[config.mk]
export PLATFORM = sky130hd
export DESIGN_NAME = mse_front
export DESIGN_NICKNAME = d
export VERILOG_FILES = /design/src/hdl/mse_pkg.sv /design/src/hdl/mse_front.sv
export SDC_FILE = /design/constraint.sdc
export NUM_CORES = 1
export LEC_CHECK = 0
export BUFFER_PORTS_ARGS = -buffer_cell sky130_fd_sc_hd__buf_2
export CAP_MARGIN = 25
export CORE_MARGIN = 1
export CORE_UTILIZATION = 49
export CTS_BUF_LIST = sky130_fd_sc_hd__clkbuf_8
export DETAILED_ROUTE_END_ITERATION = 12
export GPL_ROUTABILITY_DRIVEN = 1
export GPL_TIMING_DRIVEN = 0
export PLACE_DENSITY = 0.79
export REMOVE_ABC_BUFFERS = 1
export SYNTH_ARGS = -nofsm -noshare
export SYNTH_HDL_FRONTEND = slang
export SYNTH_SLANG_ARGS = --single-unit
[constraint.sdc]
create_clock -name clk -period 2.7 [get_ports clk]
set_clock_uncertainty 0.1 [all_clocks]
set_input_delay 0 -clock clk [delete_from_list [all_inputs] [get_ports clk]]
set_output_delay 0 -clock clk [all_outputs]
set_load 0.1 [all_outputs]
[src/hdl/mse_pkg.sv]
// ----------------------------------------------------------------------------
// mse_pkg: shared types and constants
// Opcode and function codes, the decoded instruction record and the data base.
// ----------------------------------------------------------------------------
package mse_pkg;

	localparam logic [5:0] OP_RTYPE = 6'h00;
	localparam logic [5:0] OP_J     = 6'h02;
	localparam logic [5:0] OP_BEQ   = 6'h04;
	localparam logic [5:0] OP_BNE   = 6'h05;
	localparam logic [5:0] OP_ADDI  = 6'h08;
	localparam logic [5:0] OP_SLTI  = 6'h0A;
	localparam logic [5:0] OP_ANDI  = 6'h0C;
	localparam logic [5:0] OP_ORI   = 6'h0D;
	localparam logic [5:0] OP_LUI   = 6'h0F;
	localparam logic [5:0] OP_LB    = 6'h20;
	localparam logic [5:0] OP_LH    = 6'h21;
	localparam logic [5:0] OP_LW    = 6'h23;
	localparam logic [5:0] OP_LBU   = 6'h24;
	localparam logic [5:0] OP_LHU   = 6'h25;
	localparam logic [5:0] OP_SB    = 6'h28;
	localparam logic [5:0] OP_SH    = 6'h29;
	localparam logic [5:0] OP_SW    = 6'h2B;

	localparam logic [5:0] FN_SLL = 6'h00;
	localparam logic [5:0] FN_SRL = 6'h02;
	localparam logic [5:0] FN_ADD = 6'h20;
	localparam logic [5:0] FN_SUB = 6'h22;
	localparam logic [5:0] FN_AND = 6'h24;
	localparam logic [5:0] FN_OR  = 6'h25;
	localparam logic [5:0] FN_SLT = 6'h2A;

	localparam logic [31:0] DATA_BASE = 32'h1000_0000;

	typedef enum logic [1:0] {
		CL_NORMAL,
		CL_ILLEGAL,
		CL_FATAL
	} iclass_t;

	typedef struct packed {
		logic [31:0] instr;
		iclass_t     cls;
		logic        is_mem;
	} dec_t;

endpackage

[src/hdl/mse_front.sv]
// ----------------------------------------------------------------------------
// mse_front: instruction accept and classify
// Takes words, classifies them and pushes them into a two-entry queue.
// ----------------------------------------------------------------------------
module mse_front (
	input  logic          clk,
	input  logic          arst_n,
	input  logic          in_valid,
	output logic          in_ready,
	input  logic [31:0]   instr,
	output logic          q_valid,
	input  logic          q_pop,
	output mse_pkg::dec_t q_head
);

	mse_pkg::dec_t ent_q [2];
	logic          rd_q, wr_q;
	logic [1:0]    cnt_q;
	mse_pkg::dec_t d;
	logic [5:0]    op;
	logic          push;

	assign op = instr[31:26];

	always_comb begin
		d.instr  = instr;
		d.cls    = mse_pkg::CL_NORMAL;
		d.is_mem = 1'b0;
		if (op == mse_pkg::OP_RTYPE) begin
			unique case (instr[5:0])
				mse_pkg::FN_SLL, mse_pkg::FN_SRL, mse_pkg::FN_ADD, mse_pkg::FN_SUB,
				mse_pkg::FN_AND, mse_pkg::FN_OR, mse_pkg::FN_SLT: d.cls = mse_pkg::CL_NORMAL;
				default: d.cls = mse_pkg::CL_FATAL;
			endcase
		end else if (op[5:2] == 4'b0100) begin
			d.cls = mse_pkg::CL_FATAL;
		end else begin
			unique case (op)
				mse_pkg::OP_J, mse_pkg::OP_BEQ, mse_pkg::OP_BNE, mse_pkg::OP_ADDI,
				mse_pkg::OP_SLTI, mse_pkg::OP_ANDI, mse_pkg::OP_ORI,
				mse_pkg::OP_LUI, mse_pkg::OP_SW: d.cls = mse_pkg::CL_NORMAL;
				mse_pkg::OP_LB, mse_pkg::OP_LH, mse_pkg::OP_LW, mse_pkg::OP_LBU,
				mse_pkg::OP_LHU, mse_pkg::OP_SB, mse_pkg::OP_SH: d.is_mem = 1'b1;
				default: d.cls = mse_pkg::CL_ILLEGAL;
			endcase
		end
	end

	assign in_ready = (cnt_q != 2'd2);
	assign push     = in_valid && in_ready;
	assign q_valid  = (cnt_q != 2'd0);
	assign q_head   = ent_q[rd_q];

	always_ff @(posedge clk) begin
		if (push)
			ent_q[wr_q] <= d;
	end

	always_ff @(posedge clk or negedge arst_n) begin
		if (!arst_n) begin
			rd_q  <= 1'b0;
			wr_q  <= 1'b0;
			cnt_q <= 2'd0;
		end else begin
			if (push)
				wr_q <= ~wr_q;
			if (q_pop)
				rd_q <= ~rd_q;
			cnt_q <= cnt_q + {1'b0, push} - {1'b0, q_pop};
		end
	end

	a_no_overflow: assert property (@(posedge clk) disable iff (!arst_n)
		cnt_q == 2'd2 |-> !push) else $error("queue overflow");
	a_no_underflow: assert property (@(posedge clk) disable iff (!arst_n)
		q_pop |-> cnt_q != 2'd0) else $error("queue underflow");
	a_cnt_range: assert property (@(posedge clk) disable iff (!arst_n)
		cnt_q != 2'd3) else $error("queue count out of range");

endmodule

Yosys cells after proc, flatten, opt, wreduce, memory -nomap -nowiden

Memory sizes are Yosys's and may differ from the RTL's.
Cells that the tools add are included.

Bits in read-only memories: 0
Bits in latches: 0
Output and inout bits: 37
Register bits after elaboration: 4
Logic and storage cells: 48
Memories kept: 1
Memory bits (writable): 70

Memories:

| memory | depth | bits a word | read ports | clocked after Yosys merged registers in | wr ports | line            | text |
|---|---|---|---|---|---|---|---|
| ent_q  | 2     | 35          | 1          | 0                                       | 1        | mse_front.sv:16 | `mse_pkg::dec_t ent_q [2];` |

Mux-type cells: 9
Magnitude comparators: 0
Add/subtract/negate cells: 2
Bitwise gates (word level): 2
Shifts and indexed selects: 0
Reduce and logical (&&, ||, !) cells: 7
Multiply operators: 0
Div/mod/pow operators: 0
Eq/ne operators: 24

Operators by type and width:

| cell                                                            | number |
|---|---|
| 6-bit == test, second input constant                            | 13 |
| 6-bit by 4-bit == test with 1-bit output, second input constant | 5 |
| 16-bit OR reduction                                             | 1 |
| 7-bit OR reduction                                              | 2 |
| 6-bit by 2-bit == test with 1-bit output, second input constant | 2 |
| 6-bit by 3-bit == test with 1-bit output, second input constant | 2 |
| 6-bit logical NOT                                               | 2 |
| 1-bit two-way mux                                               | 6 |
| 2-bit two-way mux                                               | 3 |
| 4-bit by 3-bit == test with 1-bit output, second input constant | 1 |
| 2-bit by 1-bit adder with 2-bit output                          | 1 |
| 2-bit != test, second input constant                            | 1 |
| 1-bit inverter                                                  | 2 |
| 2-bit nonzero test                                              | 1 |
| 2-bit by 1-bit subtractor with 2-bit output                     | 1 |
| 1-bit logical AND                                               | 1 |

Longest topological paths before layout

Gate-level depths: netlist (run 1).

Depth after elaboration: 5
Depth in mapped cells: 7

Worst setup path after synthesis (run 1)

No wires, ideal clock.

Kind: flip-flop to flip-flop
Start: register cnt_q[0]
End: memory ent_q[0][0] (netlist name), enable pin
Cell stages (with the launch flop): 4
Slack: -0.743 ns
Required time: 2.173 ns
Arrival: 2.916 ns
Cell sequence: dfrtp_1 > nand2b_1 > nand2_1 > nor2_1

Longest elaborated chain between the ends: 4

RTL lines:

| item                                    | line            | text |
|---|---|---|
| from (decl)                             | mse_front.sv:18 | `logic [1:0] cnt_q;` |
| from (signal assigned)                  | mse_front.sv:69 | `cnt_q <= cnt_q + {1'b0, push} - {1'b0, q_pop};` |
| 2-bit != test                           | mse_front.sv:49 | `assign in_ready = (cnt_q != 2'd2);` |
| net in_ready                            | mse_front.sv:9  | `output logic in_ready,` |
| 1-bit logical AND                       | mse_front.sv:50 | `assign push = in_valid && in_ready;` |
| 1-bit two-way mux                       | mse_front.sv:55 | `if (push)` |
| 1-bit two-way mux (not written as such) | mse_front.sv:56 | `ent_q[wr_q] <= d;` |
| to (decl)                               | mse_front.sv:16 |  |

The timed path passes the listed nets, and every way through them passes these cells.

==> run metrics, run 1 <==
status=finished, final reports clean; wire length reported by the detailed router=4950 um; growth of design area from synthesis to finish=34.5%; CP max stage delay=a little over 0.9 ns; clock tree from TritonCTS=done; critical-path cell list=mux2_2 > buf_2; number of different library cells in the post-synthesis netlist=27; Vias=around 1.7k; CP delay by family, top=flip-flops; count of yosys warnings during synthesis=0; Period Utilization, post-route=0.770; number of slew-limit violations in the final report=0; Routability Congestion=about 0.75; Post-route DRC=0; PnR worst setup slack=between 0.6 and 0.7 ns; count of max-cap constraint violations=0; cell at the root of the clock tree=sky130_fd_sc_hd__clkbuf_8; wire length per cell=approximately 15 um; leading area contributor after synthesis=sky130_fd_sc_hd__edfxtp_1; data required time of the critical path=roughly 2.6 ns; CTS HTree Levels=3; die area=a little over 0.006 mm2; antenna violation net count after detailed routing=0; Slowest cell on crit path=sky130_fd_sc_hd__dfrtp_2; relative slew slack=0.439; number of design-rule violations left by the first detailed-router iteration=about 100; clock latency reported for the late side of the worst-skew pair=around 0.33 ns; half-perimeter wire length of the detailed placement result=approximately 2900 um; final count of negative-setup-slack endpoints=0; Sink Count=between 70 and 80; clock transition at the registers of the reported paths=0.07 ns; Fmax=just under 500 MHz; sequential area share after synthesis=0.775; capturing element type of the critical path=primary output; Yosys top cell area share=0.740; fraction of final layout cells sized beyond drive strength 1=0.472; Avg Vias per Cell=5.01; ports placed on the boundary=73; number of buffers created by CTS=9; pin count of the biggest net entering global routing=37; initial antenna violation count=0; overall global routing resource usage=0.174; die outline height=slightly below 80 um; n_diodes=0; number of resized instances in the post-cts repair step=0; Avg Cell Area, Syn=~20 um2; maximum fanout along the worst path=36; RSZ-0062 raised after global routing=false; net count of the finished layout=around 300; count of buffers added by post-CTS timing repair for setup=0; clock period minus final worst setup slack=slightly above 2 ns; via count of the first global-routing pass=1741; area of the mapped netlist=between 0.002 and 0.003 mm2; worst path buffer plus inverter count=1; minimum setup slack after placement=roughly 0.89 ns; arrival time of data at the critical path endpoint=approximately 2 ns; global-route wire length before repair=between 7000 and 8000 um; worst-margin pin slew=0.842 ns; first drt pass iteration count=4; synthesized netlist cell count=~140; placeable core area=0.00554 mm2; path category of the worst min-delay check=in2reg; final hold viol count=0; initial core utilization=0.513; Longest Clk Path Bufs=2; type of origin of the critical path=flop; overall overflow remaining after global route=0; cell types occupying the most area after synthesis=sky130_fd_sc_hd__edfxtp_1 (74%), sky130_fd_sc_hd__mux2_2 (14%), sky130_fd_sc_hd__dfrtp_1 (3.5%); Row Count=27; worst setup path class=reg2out; number of flip-flops and latches in the synthesized netlist=74; die span in x=78.2 um; PortBufs=72
-- cell usage after synthesis, drive strengths merged --
cell type	instances
or2	1
nor4b	1
mux2	35
nand3b	2
nand4bb	1
nor3b	1
xnor2	3
nand2	1
edfxtp	70
ha	2
a21boi	1
a21oi	4
buf	4
a2111oi	1
and3	1
o311ai	1
nor2	3
xor2	1
or3b	1
nand3	1
dfrtp	4
nand2b	1
a31oi	1
and4	1
inv	2
-- cell usage in the layout (no fill, tap or decap), drive strengths merged, types with 2 or more instances in the layout --
| cell | instances |
|---|---|
| a21oi | 4 |
| buf | 73 |
| clkbuf | 9 |
| clkinv | 4 |
| dfrtp | 4 |
| dlygate4sd3 | 36 |
| edfxtp | 70 |
| ha | 2 |
| inv | 5 |
| mux2 | 35 |
| nand3b | 2 |
| nor2 | 3 |
| xnor2 | 3 |
-- metal layers --
layer / part of all wire / track usage / wire, um / vias to the layer above
met5: 0 / 0 / 0 / -
li1: - / - / - / 803
met2: 0.53 / 0.297 / 2610 / 58
met4: 0.019 / 0.0870 / 95 / 0
met1: 0.40 / 0.203 / 1960 / 820
met3: 0.056 / 0.0453 / 276 / 8
-- cell families (layout without fill, tap and decap cells) --
logic type                 count (synthesis)  after routing  synth area share
DFF                                       74             74             0.775
muxes                                     35             35             0.139
and+or+nand+nor                           15             15            0.0348
AOI/OAI and AO/OA                          8              8            0.0198
buffers and inverters                      6            127            0.0106
xor gates and xnor gates                   4              4            0.0123
adders and majority gates                  2              2           0.00881
-- through the flow --
| step | TNS [ns] | std cells | util | cell area, um2 | hold slack (ns) |
|---|---|---|---|---|---|
| after global routing | 0 | 337 | 0.690 | 3820 | 0.292 |
| after detailed placement | 0 | 285 | 0.597 | 3310 | -0.281 |
| after global placement | -25.28 | 284 | 0.590 | 3270 | -0.290 |
| final | 0 | 337 | 0.690 | 3820 | 0.297 |
| after floorplan | -26.00 | 140 | - | 2820 | -0.396 |
| after CTS | 0 | 337 | 0.690 | 3820 | 0.278 |
-- final cells by class --
type | instances | area, um2
Clock buffer | 9 | 124
Clock inverter | 7 | 30.0
Multi-Input combinational cell | 64 | 618
Inverter | 2 | 7.51
Sequential cell | 74 | 2200
Tap cell | 72 | 90.1
Fill cell | 370 | 1720
Timing Repair Buffer | 109 | 748
-- path summary, 6_finish.rpt --
kind / startpoint / end / slack, ns / cells past startpoint
hold / removal: instr[23] / ent_q[1][26]$_DFFE_PP_ / 0.30 / 2
hold reg to reg: cnt_q[0]$_DFF_PN0_ / cnt_q[0]$_DFF_PN0_ / 0.41 / 1
max in group asynchronous: arst_n / rd_q$_DFFE_PN0P_ / 1.77 / 3
min in group asynchronous: arst_n / wr_q$_DFFE_PN0P_ / 0.52 / 3
setup reg to reg: cnt_q[1]$_DFF_PN0_ / ent_q[0][14]$_DFFE_PP_ / 0.91 / 4
setup / recovery: rd_q$_DFFE_PN0P_ / q_head[32] / 0.62 / 2
-- state kept, by name, indices dropped and copies added (netlist names) --
| signal | cells |
|---|---|
| ent_q | 70 |
| cnt_q | 2 |
| rd_q | 1 |
| wr_q | 1 |
-- repair_timing --
item / 4_1_cts / 5_1_grt
endpoints found under the setup margin: 0 / 0
endpoints found under the hold margin: 75 / 0
hold buffers: 36 / 0
Power of run 1 is left out: the tool's default activity adds up to more than one toggle a clock period on the data nets, which glitch-free logic cannot reach.
==> run 2: changes to the inputs <==
--- a/config.mk
+++ b/config.mk
@@ -8,12 +8,12 @@
 export BUFFER_PORTS_ARGS = -buffer_cell sky130_fd_sc_hd__buf_2
 export CAP_MARGIN = 25
 export CORE_MARGIN = 1
-export CORE_UTILIZATION = 49
+export CORE_UTILIZATION = 54
 export CTS_BUF_LIST = sky130_fd_sc_hd__clkbuf_8
 export DETAILED_ROUTE_END_ITERATION = 12
 export GPL_ROUTABILITY_DRIVEN = 1
 export GPL_TIMING_DRIVEN = 0
-export PLACE_DENSITY = 0.79
+export PLACE_DENSITY = 0.82
 export REMOVE_ABC_BUFFERS = 1
 export SYNTH_ARGS = -nofsm -noshare
 export SYNTH_HDL_FRONTEND = slang
==> constraint.sdc (replaced) <==
create_clock -name clk -period 2.1 [get_ports clk]
set_clock_uncertainty 0.1 [all_clocks]
set_input_delay 0 -clock clk [delete_from_list [all_inputs] [get_ports clk]]
set_output_delay 0 -clock clk [all_outputs]
set_load 0.1 [all_outputs]
==> run metrics, run 2 (synthesis gave the netlist of run 1 again) <==
path category of the worst min-delay check=in2reg; clock transition at the registers of the reported paths=around 0.07 ns; count of max-cap constraint violations=0; type of origin of the critical path=flop; max FFs per register=70; Slowest cell on crit path=sky130_fd_sc_hd__dfrtp_4; Avg Vias per Cell=5.14; arrival time of data at the critical path endpoint=1.82 ns; half-perimeter wire length of the detailed placement result=2780 um; clock tree from TritonCTS=done; fraction of final layout cells sized beyond drive strength 1=0.475; status=finished, final reports clean; maximum fanout along the worst path=36; worst-case hold path end point=ent_q[0][22]$_DFFE_PP_; Vias=1723; reg-to-reg startpoint=cnt_q[1]$_DFF_PN0_; cell at the root of the clock tree=sky130_fd_sc_hd__clkbuf_8; PnR worst setup slack=around 0.18 ns; post-route setup TNS=0 ns; final count of negative-setup-slack endpoints=0; clock period minus final worst setup slack=roughly 1.9 ns; FF-to-FF path depth=2; Routability Congestion=~0.75; Hold Crit Start=instr[19]; terminus of the critical flop-to-flop path=ent_q[1][34]$_DFFE_PP_; highest-count cells in the layout ignoring fill and taps=sky130_fd_sc_hd__buf_2 (72), sky130_fd_sc_hd__edfxtp_1 (70), sky130_fd_sc_hd__dlygate4sd3_1 (36), sky130_fd_sc_hd__mux2_2 (35), sky130_fd_sc_hd__clkbuf_8 (10); largest registers ranked by flip-flop count=ent_q (70), cnt_q (2); Fmax=about 520 MHz; worst-margin pin slew=0.826 ns; die span in x=around 75 um; via count of the first global-routing pass=around 1.7k; number of stages on the worst hold path=2; Post-route DRC=0; capturing element type of the critical path=primary output; number of slew-limit violations in the final report=0; Sink Count=74; final hold viol count=0; CP max stage delay=0.77 ns; global-route wire length before repair=~7600 um; leading cell type in the layout, fill and taps excluded=sky130_fd_sc_hd__buf_2; Row Count=26; worst setup path class=reg2out; overall global routing resource usage=0.194; layout filler cell count=~310; wire length per cell=~16 um; register with the most flip-flops=ent_q; clock latency reported for the late side of the worst-skew pair=0.33 ns; die outline height=around 75 um; number of design-rule violations left by the first detailed-router iteration=just under 100; n_diodes=0; net count of the finished layout=a little under 300; Period Utilization, post-route=0.913; die area=0.00556 mm2; RSZ-0062 raised after global routing=false; PortBufs=slightly above 70; count of buffers added by post-CTS timing repair for setup=0; worst reg2reg setup slack=roughly 0.36 ns; number of buffers created by CTS=9; critical path launch point=rd_q$_DFFE_PN0P_; critical-path cell list=mux2_2 > buf_2; initial antenna violation count=0; placeable core area=approximately 0.005 mm2; wire length reported by the detailed router=5210 um; first drt pass iteration count=5; data required time of the critical path=2.00 ns; antenna violation net count after detailed routing=0; minimum setup slack after placement=0.341 ns; initial core utilization=0.560; relative slew slack=0.449; growth of design area from synthesis to finish=35.7%; Longest Clk Path Bufs=2; pin count of the biggest net entering global routing=37; overall overflow remaining after global route=0; ports placed on the boundary=73; CTS HTree Levels=3
## run 2: worst max path at each step
stage,end
6_report,q_head[34]
5_1_grt,q_head[19]
3_5_place_dp,ent_q[1][29]$_DFFE_PP_
2_1_floorplan,ent_q[0][0]$_DFFE_PP_
3_3_place_gp,ent_q[0][31]$_DFFE_PP_
4_1_cts,q_head[5]
## run 2: through the flow
stage	std cells	instance area [um2]	hold slack, ns	utilization
CTS	335	3850	0.269	0.759
global placement	282	3270	-0.293	0.644
global route	335	3860	0.271	0.760
floorplan	140	2820	-0.396	-
detailed placement	283	3300	-0.290	0.651
finish	335	3860	0.279	0.760
## run 2: layout make-up
| cell class | count | area, um2 | share of cell area |
|---|---|---|---|
| clock buffers | 10 | 138 | 0.0357 |
| clock inverters | 6 | 51.3 | 0.0133 |
| inverters | 2 | 7.51 | 0.00195 |
| multi-input cells | 64 | 618 | 0.160 |
| flip-flops and latches | 74 | 2210 | 0.572 |
| well taps | 70 | 87.6 | 0.0227 |
| repair buffers | 109 | 748 | 0.194 |
## run 2: critical path, delay by kind of cell, from the launching register on
family,cells,cell delay (ns)
DFF,1,0.77
muxes,1,0.40
buffers and inverters,1,0.29
## run 2: routing by layer
metal	routed length (um)	share of wire	GRT usage	vias to the layer above
met1	2180	0.42	0.232	836
met3	346	0.066	0.0596	10
met5	0	0	0	-
li1	-	-	-	802
met4	99	0.019	0.101	0
met2	2580	0.50	0.316	75
## run 2: timing repair
item,in CTS,in global routing
hold buffers,36,0
resized for setup,0,1
hold endpoints to repair,75,0
setup endpoints to repair,0,35
Power of run 2 is left out for the same reason.
